`config.mk`:
```
export PLATFORM = sky130hd
export DESIGN_NAME = ctfc_queue
export DESIGN_NICKNAME = d
export VERILOG_FILES = /design/src/rtl/ctfc_pkg.sv /design/src/rtl/ctfc_queue.sv
export SDC_FILE = /design/constraint.sdc
export NUM_CORES = 1
export LEC_CHECK = 0
export BUFFER_PORTS_ARGS = -buffer_cell sky130_fd_sc_hd__buf_2
export CAP_MARGIN = 40
export CORE_ASPECT_RATIO = 0.7
export CORE_MARGIN = 4
export CORE_UTILIZATION = 40
export CTS_BUF_LIST = sky130_fd_sc_hd__clkbuf_4
export DETAILED_ROUTE_END_ITERATION = 10
export GPL_TIMING_DRIVEN = 0
export PLACE_DENSITY = 0.66
export SLEW_MARGIN = 15
export SYNTH_ARGS = -nofsm -noshare
export SYNTH_HDL_FRONTEND = slang
export SYNTH_SLANG_ARGS = --single-unit
```
`constraint.sdc`:
```
create_clock -name clk -period 3.4 [get_ports clk]
set_input_delay 0.51 -clock clk [delete_from_list [all_inputs] [get_ports clk]]
set_output_delay 0.51 -clock clk [all_outputs]
set_load 0.01 [all_outputs]
```
`src/rtl/ctfc_pkg.sv`:
```
`default_nettype none
// ----------------------------------------------------------------------------
// ctfc_pkg
// Types, constants and helpers shared by the clock tree frequency calculator.
// ----------------------------------------------------------------------------
package ctfc_pkg;

  localparam int OSC_W    = 26;
  localparam int FREQ_W   = 32;
  localparam int M_W      = 6;
  localparam int QFIFO_DEPTH = 2;

  localparam logic [1:0] SRC_INT  = 2'd0;
  localparam logic [1:0] SRC_EXT  = 2'd1;
  localparam logic [1:0] SRC_PLLP = 2'd2;
  localparam logic [1:0] SRC_PLLR = 2'd3;

  localparam logic CFG_EXT_OSC = 1'b0;
  localparam logic CFG_INT_OSC = 1'b1;

  localparam logic [OSC_W-1:0] EXT_OSC_RST = 26'd8000000;
  localparam logic [OSC_W-1:0] INT_OSC_RST = 26'd16000000;

  typedef struct packed {
    logic [1:0] source_status;
    logic       pll_from_external;
    logic [5:0] pll_in_divider;
    logic [8:0] pll_multiplier;
    logic [1:0] pll_p_code;
    logic [2:0] pll_r_divider;
    logic [3:0] ahb_presc_code;
    logic [2:0] apb_low_presc_code;
    logic [2:0] apb_high_presc_code;
  } in_item_t;

  typedef struct packed {
    logic [31:0] system_hz;
    logic [31:0] ahb_hz;
    logic [31:0] apb_low_hz;
    logic [31:0] apb_high_hz;
    logic        divide_error;
  } out_item_t;

  // classified job handed from front to back
  typedef struct packed {
    logic             use_pll;
    logic             err;
    logic [OSC_W-1:0] osc;
    logic [5:0]       m;
    logic [8:0]       n;
    logic [3:0]       div;
    logic [3:0]       ahb_sh;
    logic [3:0]       lo_sh;
    logic [3:0]       hi_sh;
  } job_t;

  function automatic logic [3:0] presc_shift(input logic [3:0] code);
    logic [3:0] s;
    unique case (code)
      4'd4:  s = 4'd1;
      4'd5:  s = 4'd2;
      4'd6:  s = 4'd3;
      4'd7:  s = 4'd4;
      4'd8:  s = 4'd1;
      4'd9:  s = 4'd2;
      4'd10: s = 4'd3;
      4'd11: s = 4'd4;
      4'd12: s = 4'd6;
      4'd13: s = 4'd7;
      4'd14: s = 4'd8;
      4'd15: s = 4'd9;
      default: s = 4'd0;
    endcase
    return s;
  endfunction

endpackage
`default_nettype wire

```
`src/rtl/ctfc_queue.sv`:
```
`default_nettype none
// ----------------------------------------------------------------------------
// ctfc_queue
// Two-entry job queue between front and back ends.
// ----------------------------------------------------------------------------
module ctfc_queue (
  input  wire logic      clk,
  input  wire logic      rst_n,
  input  wire logic      push,
  input  ctfc_pkg::job_t push_data,
  output logic           full,
  input  wire logic      pop,
  output logic           not_empty,
  output ctfc_pkg::job_t pop_data
);
  import ctfc_pkg::*;

  job_t       mem_r [QFIFO_DEPTH];
  logic       wp_r, rp_r;
  logic [1:0] cnt_r;

  assign full      = (cnt_r == 2'd2);
  assign not_empty = (cnt_r != 2'd0);
  assign pop_data  = mem_r[rp_r];

  always_ff @(posedge clk) begin
    if (push && !full) mem_r[wp_r] <= push_data;
  end

  always_ff @(posedge clk) begin
    if (!rst_n) begin
      wp_r <= 1'b0; rp_r <= 1'b0; cnt_r <= 2'd0;
    end else begin
      if (push && !full)     wp_r <= ~wp_r;
      if (pop && not_empty)  rp_r <= ~rp_r;
      cnt_r <= cnt_r + {1'b0, push && !full} - {1'b0, pop && not_empty};
    end
  end

  a_no_overflow: assert property (@(posedge clk) disable iff (!rst_n)
    full |=> cnt_r <= 2'd2) else $error("queue count overflow");
  a_cnt_track: assert property (@(posedge clk) disable iff (!rst_n)
    (push && !full && !(pop && not_empty)) |=> cnt_r == $past(cnt_r) + 2'd1)
    else $error("queue count lost push");
  a_ptr_eq: assert property (@(posedge clk) disable iff (!rst_n)
    (cnt_r == 2'd0 || cnt_r == 2'd2) |-> wp_r == rp_r)
    else $error("queue pointers out of step");

endmodule
`default_nettype wire

```
==> impl_results.md <==
* Outcome: finished clean
* Setup crit end kind: output pin
* Core Util, Final at 51.90%
* Die span in y at 97.11 µm
* CTS Buf Count at 17
* Die Span X at 135.3 µm
* Vias/cell at 4.605
* Post-synthesis cell type count at 19
* Reg-to-reg startpoint: cnt_r[0]
* Max Freq at 0.4453 GHz
* Hold depth at 1
* Postcts setup bufs at 0
* Port Buffers at 123
* Final period utilization at 66.05%
* Critical Path Fanout Max at 10
* Minimum clock period at 2246 ps
* Share of layout cells above drive strength 1 at 60.66%
* Core Footprint at 11050 µm²
* FP Rows at 32
* R2r worst-path depth at 8
* Post-cts sizing count at 0
* Worst EP required at 2890 ps
* Synthesized Nets at 275
* Largest net degree at the start of global routing at 33
* Commonest non-fill, non-tap cell in the layout: buf_2
* Synthesized flop and latch total at 123
* Reg clk slew, reported paths at 100 ps
* Skew-Pair Late Insertion Delay at 490 ps
* RSZ-0062 raised after global routing: no
* Post-route DRC at 0
* CP cell instances: buf_6, buf_2, mux2_2, buf_2
* First-pass DRT Iterations at 4
* Critical path's slowest cell: mux2_2
* Placed Instances at 489
* Mapped Area at 4537 µm²
* Setup WS pre-CTS at 1630 ps
* WL/cell at 15.99 µm
* VDD IR max at 0.0004915 V
* Maximum clock path buffer count at 2
* Initial antenna violation count at 0
* Total track usage at 12.92%
* Post-DP HPWL at 5638 µm
* Final Slew Violations at 0
* Synth Area in Simple Gates at 1.186%
* Reg-to-Reg End: cnt_r[1]
* Max-cap violations at 0
* Fin. Hold Viols at 0
* Synth Area in Adders at 0.5516%
* Mux cell area share after synthesis at 15.69%
* GR Overflow Total at 0
* First-pass GRT wire length at 12680 µm
* Vias in the first global route at 2556
* Avg Cell Area, Syn at 21.60 µm²
* Critical Path Max Stage Delay at 380 ps
* Full die area at 13140 µm²
* Synth Area in Compound Gates at 0.1655%
* Critical path arrival at 1740 ps
* Hold Buf Count CTS at 0
* Hold worst-path end: mem_r[0][56]
* Final Skew at 12.72 ps
* Final setup margin at 1154 ps
* Post-route antenna net violation count at 0
* Setup violations, final at 0
* Violation count after the first detailed-routing iteration at 99
* IO Pins at 124
* Commonest non-fill, non-tap cells in the layout: buf_2, edfxtp_1, mux2_2, clkbuf_4, mux2_4
* Hold_sp: push_data[56]
* Worst Hold Class: in2reg
* CP most frequent cell: buf_2
* FF-to-FF setup slack at 1630 ps
* Final Total Pwr at 0.004154 W
* Max_slew headroom at 71.16%
* Clock root buffer: clkbuf_4
* CTS Sinks at 123
* Slew at the pin closest to its max-slew limit at 432.6 ps
* Clock H-tree levels at 4
* PwrDens at 724.3 nW/µm²
* ANT cells at 0
* GP Congestion at 0.6670
* Setup CP Type: reg2out
* Post-Synth XOR/XNOR Area at 0.5792%
* Sequential area share after synthesis at 80.31%
* Largest family of logic cells by synthesized area: multiplexers
* Yosys Warn Count at 0
* Area grow syn2layout at 26.42%
* Crit start category: flip-flop
* CTS tree: built
* Routed wire length at 8297 µm
* Vias at 2390
* Pleak at 2.207 nW
* Finished Layout Cells at 519
* Initial Util at 41.06%
* Number of nets in the layout at 420
* Gate Count Post-Synth at 210
## how the worst max path moves through the flow
stage	end	cells after the start	slack, ps	from
floorplan	mem_r[0][0]	2	840	push
detailed placement	cnt_r[1]	8	1630	push
CTS	pop_data[44]	4	1070	flip-flop
finish	pop_data[44]	4	1150	flip-flop
global route	pop_data[43]	4	1020	flip-flop
global placement	mem_r[0][23]	3	-160	push
## critical path: cells and delay by family, from the launching register on
kind / cells / cell delay, ps
buffers and inverters: 3 / 530
muxes: 1 / 380
DFF: 1 / 330
## synth_stat cells
master    instances  area (µm²)
o21a_1            1       7.510
and2_1            1       6.260
or2_2             1       6.260
buf_6             2       22.52
xnor2_1           2       17.52
and3_1            1       6.260
buf_8             1       15.01
nand2b_1          2       12.51
nand2_1           2       7.510
mux2_4           10       150.1
nor2_1            4       15.01
xor2_1            1       8.760
mux2_2           49       551.8
ha_1              2       25.02
buf_2             4       20.02
dfxtp_1           5       100.1
edfxtp_1        118        3543
mux2i_1           1       10.01
inv_1             3       11.26
## layer usage
metal	routed length, µm	global-route usage (%)	up-vias
li1	-	-	1110
met1	3505	15.63	1174
met2	3981	20.34	97
met3	725	5.849	9
met4	85	4.880	0
met5	0	0	-
## state kept, by name (all words and copies together) (netlist names), named ones only
name   cells
mem_r    118
wp_r       1
rp_r       1
cnt_r      2
## layout make-up
class / instances / area (µm²)
tap: 153 / 191.4
inverter: 3 / 11.26
timing repair buffer: 126 / 675.6
fill: 952 / 5315
clock inverter: 11 / 176.4
clock buffer: 19 / 142.6
multi-input combinational: 77 / 837.1
buffer: 7 / 57.56
sequential: 123 / 3643
## through the flow
stage | hold slack [ps] | cell area, µm² | setup TNS, ps
3_3_place_gp | 476.2 | 5346 | -9122
6_report | 197.1 | 5736 | 0
2_1_floorplan | 466.0 | 4539 | 0
4_1_cts | 141.3 | 5736 | 0
5_1_grt | 121.8 | 5736 | 0
3_5_place_dp | 520.9 | 5416 | 0
## logic make-up after synthesis
group                    Yosys count
XOR/XNOR                           3
adder cells (fa/ha/maj)            2
AO/OA/AOI/OAI                      1
flip-flops                       123
multiplexers                      60
AND/OR/NAND/NOR                   11
buffers and inverters             10
## report_power, final
group | switching [W] | leakage [nW] | internal [W]
Sequential | 0.0000538 | 1.14 | 0.00190
Clock | 0.000493 | 0.175 | 0.000656
Combinational | 0.000536 | 0.888 | 0.000517
Total | 0.00108 | 2.21 | 0.00307
No activity file was read; power rests on OpenSTA's default activity.
