--- src/rtl/ctfc_pkg.sv ---
`default_nettype none
// ----------------------------------------------------------------------------
// ctfc_pkg
// Types, constants and helpers shared by the clock tree frequency calculator.
// ----------------------------------------------------------------------------
package ctfc_pkg;

  localparam int OSC_W    = 26;
  localparam int FREQ_W   = 32;
  localparam int M_W      = 6;
  localparam int QFIFO_DEPTH = 2;

  localparam logic [1:0] SRC_INT  = 2'd0;
  localparam logic [1:0] SRC_EXT  = 2'd1;
  localparam logic [1:0] SRC_PLLP = 2'd2;
  localparam logic [1:0] SRC_PLLR = 2'd3;

  localparam logic CFG_EXT_OSC = 1'b0;
  localparam logic CFG_INT_OSC = 1'b1;

  localparam logic [OSC_W-1:0] EXT_OSC_RST = 26'd8000000;
  localparam logic [OSC_W-1:0] INT_OSC_RST = 26'd16000000;

  typedef struct packed {
    logic [1:0] source_status;
    logic       pll_from_external;
    logic [5:0] pll_in_divider;
    logic [8:0] pll_multiplier;
    logic [1:0] pll_p_code;
    logic [2:0] pll_r_divider;
    logic [3:0] ahb_presc_code;
    logic [2:0] apb_low_presc_code;
    logic [2:0] apb_high_presc_code;
  } in_item_t;

  typedef struct packed {
    logic [31:0] system_hz;
    logic [31:0] ahb_hz;
    logic [31:0] apb_low_hz;
    logic [31:0] apb_high_hz;
    logic        divide_error;
  } out_item_t;

  // classified job handed from front to back
  typedef struct packed {
    logic             use_pll;
    logic             err;
    logic [OSC_W-1:0] osc;
    logic [5:0]       m;
    logic [8:0]       n;
    logic [3:0]       div;
    logic [3:0]       ahb_sh;
    logic [3:0]       lo_sh;
    logic [3:0]       hi_sh;
  } job_t;

  function automatic logic [3:0] presc_shift(input logic [3:0] code);
    logic [3:0] s;
    unique case (code)
      4'd4:  s = 4'd1;
      4'd5:  s = 4'd2;
      4'd6:  s = 4'd3;
      4'd7:  s = 4'd4;
      4'd8:  s = 4'd1;
      4'd9:  s = 4'd2;
      4'd10: s = 4'd3;
      4'd11: s = 4'd4;
      4'd12: s = 4'd6;
      4'd13: s = 4'd7;
      4'd14: s = 4'd8;
      4'd15: s = 4'd9;
      default: s = 4'd0;
    endcase
    return s;
  endfunction

endpackage
`default_nettype wire

--- src/rtl/ctfc_front.sv ---
`default_nettype none
// ----------------------------------------------------------------------------
// ctfc_front
// Holds oscillator registers, classifies an item into a job for the back end.
// ----------------------------------------------------------------------------
module ctfc_front (
  input  wire logic           clk,
  input  wire logic           rst_n,
  input  wire logic           cfg_valid,
  input  wire logic           cfg_index,
  input  wire logic [25:0]    cfg_wdata,
  input  ctfc_pkg::in_item_t  item,
  output ctfc_pkg::job_t      job
);
  import ctfc_pkg::*;

  logic [OSC_W-1:0] ext_osc_r, int_osc_r;
  logic [OSC_W-1:0] pll_osc;
  logic [3:0]       div;

  always_ff @(posedge clk) begin
    if (!rst_n) begin
      ext_osc_r <= EXT_OSC_RST;
      int_osc_r <= INT_OSC_RST;
    end else if (cfg_valid) begin
      if (cfg_index == CFG_EXT_OSC) ext_osc_r <= cfg_wdata;
      else                          int_osc_r <= cfg_wdata;
    end
  end

  always_comb begin
    pll_osc = item.pll_from_external ? ext_osc_r : int_osc_r;
    div     = (item.source_status == SRC_PLLP)
              ? {({1'b0, item.pll_p_code} + 3'd1), 1'b0}
              : {1'b0, item.pll_r_divider};
    job.use_pll = item.source_status[1];
    job.err     = item.source_status[1] && (item.pll_in_divider == '0 || div == '0);
    unique case (item.source_status)
      SRC_INT: job.osc = int_osc_r;
      SRC_EXT: job.osc = ext_osc_r;
      default: job.osc = pll_osc;
    endcase
    job.m      = item.pll_in_divider;
    job.n      = item.pll_multiplier;
    job.div    = div;
    job.ahb_sh = presc_shift(item.ahb_presc_code);
    job.lo_sh  = presc_shift({1'b0, item.apb_low_presc_code});
    job.hi_sh  = presc_shift({1'b0, item.apb_high_presc_code});
  end

endmodule
`default_nettype wire

--- config.mk ---
export PLATFORM = sky130hd
export DESIGN_NAME = ctfc_front
export DESIGN_NICKNAME = d
export VERILOG_FILES = /design/src/rtl/ctfc_pkg.sv /design/src/rtl/ctfc_front.sv
export SDC_FILE = /design/constraint.sdc
export NUM_CORES = 1
export LEC_CHECK = 0
export BUFFER_PORTS_ARGS = -buffer_cell sky130_fd_sc_hd__clkbuf_2
export CORE_UTILIZATION = 51
export DETAILED_ROUTE_END_ITERATION = 8
export GPL_TIMING_DRIVEN = 1
export PLACE_DENSITY_LB_ADDON = 0.2
export SYNTH_ARGS = -nofsm -noshare
export SYNTH_HDL_FRONTEND = slang
export SYNTH_SLANG_ARGS = --single-unit
--- constraint.sdc ---
create_clock -name clk -period 3.3 [get_ports clk]
set_input_delay 0.66 -clock clk [delete_from_list [all_inputs] [get_ports clk]]
set_output_delay 0.66 -clock clk [all_outputs]
set_load 0.005 [all_outputs]
==> results of run 1 <==
==> flip-flops by register name (all words and copies together), names as in the netlist <==
| signal | count |
|---|---|
| ext_osc_r | 26 |
| int_osc_r | 26 |
==> worst max-delay path, stage by stage <==
cell and delay (ps):
clkbuf_2 150, mux2i_4 220, buf_4 420, mux2_2 390, clkbuf_2 110
==> power by group <==
group | switching, W | internal (W) | leakage [nW] | total (W)
clock | 0.000208 | 0.000225 | 0.0541 | 0.000433
combinational | 0.000118 | 0.000130 | 1.05 | 0.000248
sequential | 0.0000159 | 0.000660 | 0.427 | 0.000676
==> synthesized netlist by cell type <==
master,instances,share of area [%]
buf_4,18,5.0
nor2_1,1,0.14
or2b_2,1,0.32
nor3_1,1,0.19
inv_1,2,0.28
xor2_1,3,0.97
nand2_1,111,15
and3_1,3,0.70
buf_2,9,1.7
mux2_2,7,2.9
clkbuf_1,8,1.1
nor4_1,1,0.23
and2_2,1,0.28
and2b_4,1,0.37
nor3b_2,1,0.46
nand2b_1,1,0.23
nor2b_1,3,0.70
o21bai_1,1,0.28
ha_1,3,1.4
o21ai_0,3,0.56
mux2_4,21,12
buf_6,2,0.83
conb_1,1,0.14
and2_1,4,0.93
nand3_1,14,2.6
mux2i_4,1,0.83
dfxtp_1,52,39
mux2i_1,1,0.37
a21boi_0,38,11
a21boi_1,1,0.28
==> cell usage in the layout, fill, tap and decap left out, types with 2 or more instances in the layout <==
cell / synthesis / layout
a21boi_0: 38 / 38
and2_1: 4 / 4
and3_1: 3 / 3
buf_4: 18 / 3
clkbuf_2: 0 / 101
clkbuf_8: 0 / 5
conb_1: 1 / 2
dfxtp_1: 52 / 52
ha_1: 3 / 3
inv_1: 2 / 2
mux2_2: 7 / 7
mux2_4: 21 / 21
nand2_1: 111 / 111
nand3_1: 14 / 14
nor2b_1: 3 / 2
o21ai_0: 3 / 3
xor2_1: 3 / 3
==> per-stage QoR <==
step | setup slack [ps] | hold slack, ps | area, um2 | power (W) | utilization, %
3_5_place_dp | 649 | 458 | 3090 | 0.000941 | 60.5
3_3_place_gp | 669 | 452 | 3090 | 0.000936 | 60.5
2_1_floorplan | 1130 | 435 | 2700 | 0.000852 | -
6_report | 660 | 469 | 3200 | 0.00136 | 62.7
5_1_grt | 599 | 492 | 3200 | 0.00142 | 62.7
4_1_cts | 647 | 471 | 3200 | 0.00137 | 62.7
==> area by class of cell <==
type | instances | area share (%)
Multi-Input combinational cell | 224 | 44.5
Sequential cell | 52 | 32.5
Timing Repair Buffer | 104 | 16.5
Tap cell | 70 | 2.74
Clock buffer | 5 | 2.15
Clock inverter | 3 | 1.33
Inverter | 2 | 0.235
==> cell families after synthesis <==
group | share of synthesized area [%]
flops | 38.6
compound gates | 11.7
mux | 15.8
buf+inv | 8.90
xor+xnor | 0.973
simple gates | 22.6
fa+ha+maj | 1.39
other cells | 0.139
==> per-layer routing <==
metal / vias to the layer above / part of all wire (%)
met2: 65 / 51
met5: - / 0
met4: 0 / 1.7
met3: 14 / 4.8
met1: 1041 / 42
li1: 1150 / -
==> worst paths after layout <==
| check | startpoint | endpoint | slack [ps] | cells after the start |
|---|---|---|---|---|
| worst min-delay path | ext_osc_r[7] | ext_osc_r[7] | 470 | 2 |
| worst max-delay path | item[32] | job[33] | 660 | 5 |
| worst min register to register | ext_osc_r[7] | ext_osc_r[7] | 470 | 2 |
| worst max register to register | ext_osc_r[15] | ext_osc_r[15] | 2640 | 2 |
==> impl_metrics.ini, run 1 <==
[clock_tree]
clockBufferDepth = 2
postCtsSetupBuffers = 0
cts.repair.resized = 0
cts_made_buffers = 5
cts_num_sinks = 52
hold_buffers = 0
cts_tree = done
clk_latency_ps = 300
clk_pin_slew_ps = 90
cts.htree.levels = 2
cts_root_buf = clkbuf_8

[floorplanning]
die_y_um = 74.8
initial_core_util_pct = 52.9
std_cell_rows = 26
die_area_mm2 = 0.00559
die_w_um = 74.8
coreArea_mm2 = 0.00511
ios = 122

[placed_design]
place.gp.congestion = 0.677
dp_hpwl_um = 4060
dp.cells = 452
portBuffers = 101

[cells_and_area]
synthToLayoutAreaGrowth_pct = 18.5
fill_cells = 476
drive_gt1_share_pct = 37.4
antenna-diode-count = 0
seq_area_mm2 = 0.00104
final_nets = 455
multi_input_area_mm2 = 0.00143
final_cells = 460

[critical_path]
worstPathArrival_ps = 1980
criticalPathCategory = in -> out
worstPathRequired_ps = 2640
worst-path-max-fanout = 26
cp-end-kind = output port
cp-start-kind = input pin

[detailed_routing]
wirelength_um = 5780
drt_iter0_drc = 97
first_pass_iters = 4
wl_per_cell_um = 12.6
vias_per_cell = 4.93
drc = 0
ant_nets = 0
vias = 2270

[grt]
grt_max_degree = 53
top_usage_layer = met2
grt_overflow_total = 0
grt_usage_pct = 20.9
use_met2_pct = 39.4
grt_pass1_wl_um = 8870
antenna_found_initial = 0
grt_pass1_vias = 1964
grtUsageMet1_pct = 23.3
met3_usage_pct = 4.28

[timing]
setup_violations = 0
max_freq_mhz = 379
tns_ps = 0
fin_worst_skew_ps = 0
report.final.slew_viol_count = 0
fin_crit_sh_pct = 80.0
min_period_ps = 2640
hold_viol = 0
rsz0062_at_grt = no
worst_slew_pin_slew_ps = 1100
max_slew_margin_pct = 26.5

[power]
cellLeakagePower_nw = 1.53
pwr_density_cell_mw_per_mm2 = 424
peakVddDrop_mv = 0.302

[synth]
ys_ff_latch = 52
synth_cell_type_count = 30
yosysWarnings = 0
syn-cell-area_mm2 = 0.00270
postSynthCellCount = 314
synth_seq_area_share_pct = 38.6
syn_area_per_cell_um2 = 8.60

[worst_hold_path]
hold_class = reg -> reg

[run]
max_cap_violations = 0

[outcome]
status = finished clean
Power figures use the tool's default switching activity.
==> run 2: changes to the inputs <==
ABC_AREA = 1   (was not set)
CORE_UTILIZATION = 46   (was 51)
clock period = 2.5 ns   (was 3.3 ns; I/O delays follow)
==> run 2 against run 1 <==
Sequential share of layout area increased by 2.2 points. Clock power increased by 12%. Synthesized cell count increased by 15%. Largest cell class unchanged.
==> impl_metrics.ini, run 2 <==
[grt]
antenna_found_initial = 0
grt_usage_pct = 18.9
grt_max_degree = 53
grt_pass1_vias = 2117
grt_overflow_total = 0
grt_pass1_wl_um = 8990

[synth]
postSynthCellCount = 362
syn-cell-area_mm2 = 0.00254
ys_ff_latch = 52
synth_edf_count = 0
yosysWarnings = 0
ys.flop_type = dfxtp_1
yosysTopAreaCellShare_pct = 41.0
yosysMostFrequentCell = nand2_1
netlist_top_cells_area = dfxtp_1, o21ai_0, nand2_1
syn_area_per_cell_um2 = 7.02
synth_common_cells = nand2_1, o21ai_0, dfxtp_1
synth_cell_type_count = 21
synth_seq_area_share_pct = 41.0
async_flop_share_pct = 0
yosys.area.top_type = dfxtp_1

[critical_path]
worst-path-max-fanout = 26
cp-start-kind = input pin
critical_path.startpoint = item[32]
r2r_cells = 2
cpMostUsedCell = clkbuf_2
cp-end-kind = output port
slowest_stage = buf_4
endpoint = job[33]
criticalPathCategory = in -> out
worstPathArrival_ps = 1450
worst_r2r_endpoint = ext_osc_r[5]
reg2reg_from = ext_osc_r[5]
cpPeakStageDelay_ps = 270
reg2reg_slack_ps = 1850
crit_chain = clkbuf_2, nand2_2, o21ai_4, buf_4, nand2_1, o21ai_1, clkbuf_2
worstPathRequired_ps = 2000

[clock_tree]
cts.htree.levels = 2
cts_tree = done
hold_buffers = 0
cts_num_sinks = 52
cts_root_buf = clkbuf_8
clockBufferDepth = 2
clk_pin_slew_ps = 90
clk_latency_ps = 300
cts_made_buffers = 5
postCtsSetupBuffers = 0
cts.repair.resized = 0

[floorplanning]
std_cell_rows = 26
die_y_um = 76.3
ios = 122
coreArea_mm2 = 0.00520
initial_core_util_pct = 48.8
die_w_um = 76.3
die_area_mm2 = 0.00582

[placed_design]
place_ws_ps = 570
dp_hpwl_um = 3930
portBuffers = 101
place.gp.congestion = 0.706

[timing]
fin_crit_sh_pct = 77.8
setup_violations = 0
tns_ps = 0
rsz0062_at_grt = no
max_freq_mhz = 514
min_period_ps = 1950
final.setup.worst_slack_ps = 554
max_slew_margin_pct = 43.6
fin_worst_skew_ps = 0
report.final.slew_viol_count = 0
hold_viol = 0
fin_hold_ws_ps = 428
worst_slew_pin_slew_ps = 846

[power]
pwr_density_cell_mw_per_mm2 = 568
p_total_w = 0.00170
peakVddDrop_mv = 0.333
cellLeakagePower_nw = 1.55

[cells_and_area]
layout_common_cells = clkbuf_2, nand2_1, o21ai_0
final_nets = 504
multi_input_area_mm2 = 0.00107
drive_gt1_share_pct = 26.7
final_common_cell = clkbuf_2
synthToLayoutAreaGrowth_pct = 18.0
fill_cells = 537
antenna-diode-count = 0
seq_area_mm2 = 0.00104
reg_top3 = ext_osc_r x26, int_osc_r x26

[detailed_routing]
wirelength_um = 5460
vias_per_cell = 4.82
wl_per_cell_um = 10.7
drc = 0
first_pass_iters = 4
ant_nets = 0
drt_iter0_drc = 78
vias = 2451

[outcome]
status = finished clean

[worst_hold_path]
hold_class = in -> reg

[run]
max_cap_violations = 0
[run 2: layout make-up]
| type | count | area share [%] |
|---|---|---|
| clock inverters | 1 | 0.250 |
| well taps | 70 | 2.92 |
| multi-input cells | 229 | 35.6 |
| flip-flops and latches | 52 | 34.7 |
| inverters | 44 | 5.51 |
| repair buffers | 106 | 18.1 |
| clock buffers | 7 | 2.88 |
[run 2: worst min-delay path by stage]
stage          slack [ps]           from       endpoint  cells after the start
3_5_place_dp          440   int_osc_r[8]   int_osc_r[8]                      2
2_1_floorplan         420  int_osc_r[14]  int_osc_r[14]                      2
3_3_place_gp          430  int_osc_r[15]  int_osc_r[15]                      2
4_1_cts               420  cfg_wdata[25]  ext_osc_r[25]                      3
5_1_grt               430  cfg_wdata[12]  ext_osc_r[12]                      3
6_report              430  cfg_wdata[12]  ext_osc_r[12]                      3
[run 2: logic make-up (layout without fill, tap and decap cells)]
family          after synthesis  after routing  share of synthesized area (%)
other cells                   1              2                          0.148
flops                        52             52                           41.0
fa+ha+maj                     3              3                           1.48
buf+inv                      82            158                           17.1
simple gates                127            127                           20.0
compound gates               97             97                           20.2
[run 2: metal layers]
layer	GRT usage, %	wire, um
met5	0	0
met4	7.50	46
met3	3.83	389
met2	34.5	2600
met1	21.4	2420
[run 2: power breakdown]
group          switching (W)  leakage [nW]  total [W]  internal [W]
Clock               0.000258        0.0445   0.000484      0.000225
Combinational       0.000180          1.08   0.000316      0.000136
Sequential         0.0000194         0.430   0.000903      0.000883
Total               0.000458          1.55    0.00170       0.00124
[run 2: per-stage QoR]
step	cells	utilization (%)	area (um2)
after floorplan	363	-	2540
after global placement	501	55.8	2900
after detailed placement	501	55.8	2900
after CTS	509	57.6	3000
after global routing	509	57.6	3000
final	509	57.6	3000
[run 2: worst max-delay path: cells and delay by family]
| family | cells | cell delay (ps) |
|---|---|---|
| simple gates | 2 | 160 |
| buf+inv | 3 | 610 |
| compound gates | 2 | 160 |
==> run 3: changes to the inputs <==
CORE_UTILIZATION = 42   (was 46)
clock period = 1.6 ns   (was 2.5 ns; I/O delays follow)
==> run 3 against run 2 <==
Routed wire length up 9.3%. Largest cell class unchanged. Worst setup slack got worse by 540 ps. Global-route usage fell by 0.94 points. First-iteration DRC count rose by 82%. Largest power group unchanged.
==> impl_metrics.ini, run 3 (synthesis results as in run 2) <==
[timing]
final.setup.worst_slack_ps = 11.4
hold_viol = 0
min_period_ps = 1590
max_freq_mhz = 630
report.final.slew_viol_count = 0
setup_violations = 0
fin_crit_sh_pct = 99.3
rsz0062_at_grt = yes
fin_hold_ws_ps = 244
fin_worst_skew_ps = 0

[cells_and_area]
final_cells = 516
layout_common_cells = clkbuf_2, nand2_1, dfxtp_1
antenna-diode-count = 0
reg_top3 = ext_osc_r x26, int_osc_r x26
synthToLayoutAreaGrowth_pct = 24.9
final_common_cell = clkbuf_2
drive_gt1_share_pct = 28.4
final_nets = 509
utilization_pct = 55.9

[clock_tree]
clockBufferDepth = 2
cts_made_buffers = 5
cts_root_buf = clkbuf_8
cts_tree = done
clk_pin_slew_ps = 90
cts.htree.levels = 2
clk_latency_ps = 290
cts_num_sinks = 52

[grt]
grt_usage_pct = 18.0
grt_overflow_total = 0
grt_max_degree = 53
grt_pass1_vias = 2099
grt_pass1_wl_um = 9130
antenna_found_initial = 0

[floorplanning]
coreArea_mm2 = 0.00568
die_area_mm2 = 0.00636
ios = 122
die_w_um = 79.8
std_cell_rows = 27
die_y_um = 79.8
initial_core_util_pct = 44.8

[placed_design]
dp.cells = 504
dp_hpwl_um = 3920
place_ws_ps = 24.1
place.gp.congestion = 0.732
portBuffers = 101

[worst_hold_path]
min_path_cells = 3
min_to = ext_osc_r[9]
hold_class = in -> reg
hold_start = cfg_wdata[9]

[outcome]
status = finished clean

[critical_path]
criticalPathCategory = in -> out
worst-path-max-fanout = 19
cp-end-kind = output port
worst_r2r_endpoint = ext_osc_r[11]
reg2reg_slack_ps = 950
slowest_stage = clkbuf_16
critical_path.top_delay_family = buffers and inverters
reg2reg_from = ext_osc_r[11]
crit_buf_inv = 4
cpPeakStageDelay_ps = 180
crit_chain = clkbuf_4, nand2_2, o21ai_4, buf_12, clkbuf_16, o21ai_1, clkbuf_2
cp-start-kind = input pin
worstPathRequired_ps = 1280
worstPathArrival_ps = 1270
r2r_cells = 2

[detailed_routing]
drc = 0
ant_nets = 0
vias = 2462
wirelength_um = 5970
wl_per_cell_um = 11.6
drt_iter0_drc = 142
vias_per_cell = 4.77
first_pass_iters = 4

[power]
cellLeakagePower_nw = 1.62
p_total_w = 0.00276
peakVddDrop_mv = 0.660
pwr_density_cell_mw_per_mm2 = 868

[run]
max_cap_violations = 0
==> run 3: worst max path at each step <==
stage | depth (start not counted) | startpoint | endpoint
6_report | 7 | item[32] | job[50]
5_1_grt | 7 | item[32] | job[47]
4_1_cts | 7 | item[13] | job[57]
3_5_place_dp | 7 | item[13] | job[57]
3_3_place_gp | 7 | item[13] | job[57]
2_1_floorplan | 5 | item[13] | job[57]
==> run 3: report_power, final <==
group | total (W) | internal [W] | switching, W | leakage, nW
logic | 0.000573 | 0.000267 | 0.000306 | 1.15
clock network | 0.000772 | 0.000353 | 0.000419 | 0.0445
registers | 0.00141 | 0.00138 | 0.0000299 | 0.430
total | 0.00275 | 0.00200 | 0.000756 | 1.62
==> run 3: through the flow <==
stage | cell area, um2 | setup TNS (ps)
floorplan | 2540 | 0
global placement | 2950 | 0
detailed placement | 2950 | 0
CTS | 3050 | 0
global route | 3170 | -25.5
finish | 3170 | 0
==> run 3: routing by layer <==
| layer | share of wire, % | global-route usage (%) | wire length [um] |
|---|---|---|---|
| met2 | 49 | 31.3 | 2900 |
| met1 | 45 | 22.0 | 2700 |
| met5 | 0 | 0 | 0 |
| met4 | 1.0 | 5.54 | 62 |
| met3 | 5.2 | 3.89 | 308 |
==> run 3: worst min-delay path, cell delays in order <==
cell,delay (ps)
clkbuf_2,80
nand2_1,40
nand3_1,60
==> run 3: cell type report <==
type	count	area [um2]
Fill cell	582	2500
Timing Repair Buffer	111	696
Clock buffer	7	86.3
Inverter	44	165
Multi-Input combinational cell	229	1090
Clock inverter	1	7.51
Tap cell	72	90.1
Sequential cell	52	1040
==> run 3: timing repair <==
action / CTS / global route
resized for setup: 0 / 25
setup endpoints to repair: 0 / 5
buffers inserted: 0 / 1
hold buffers: 0 / 0
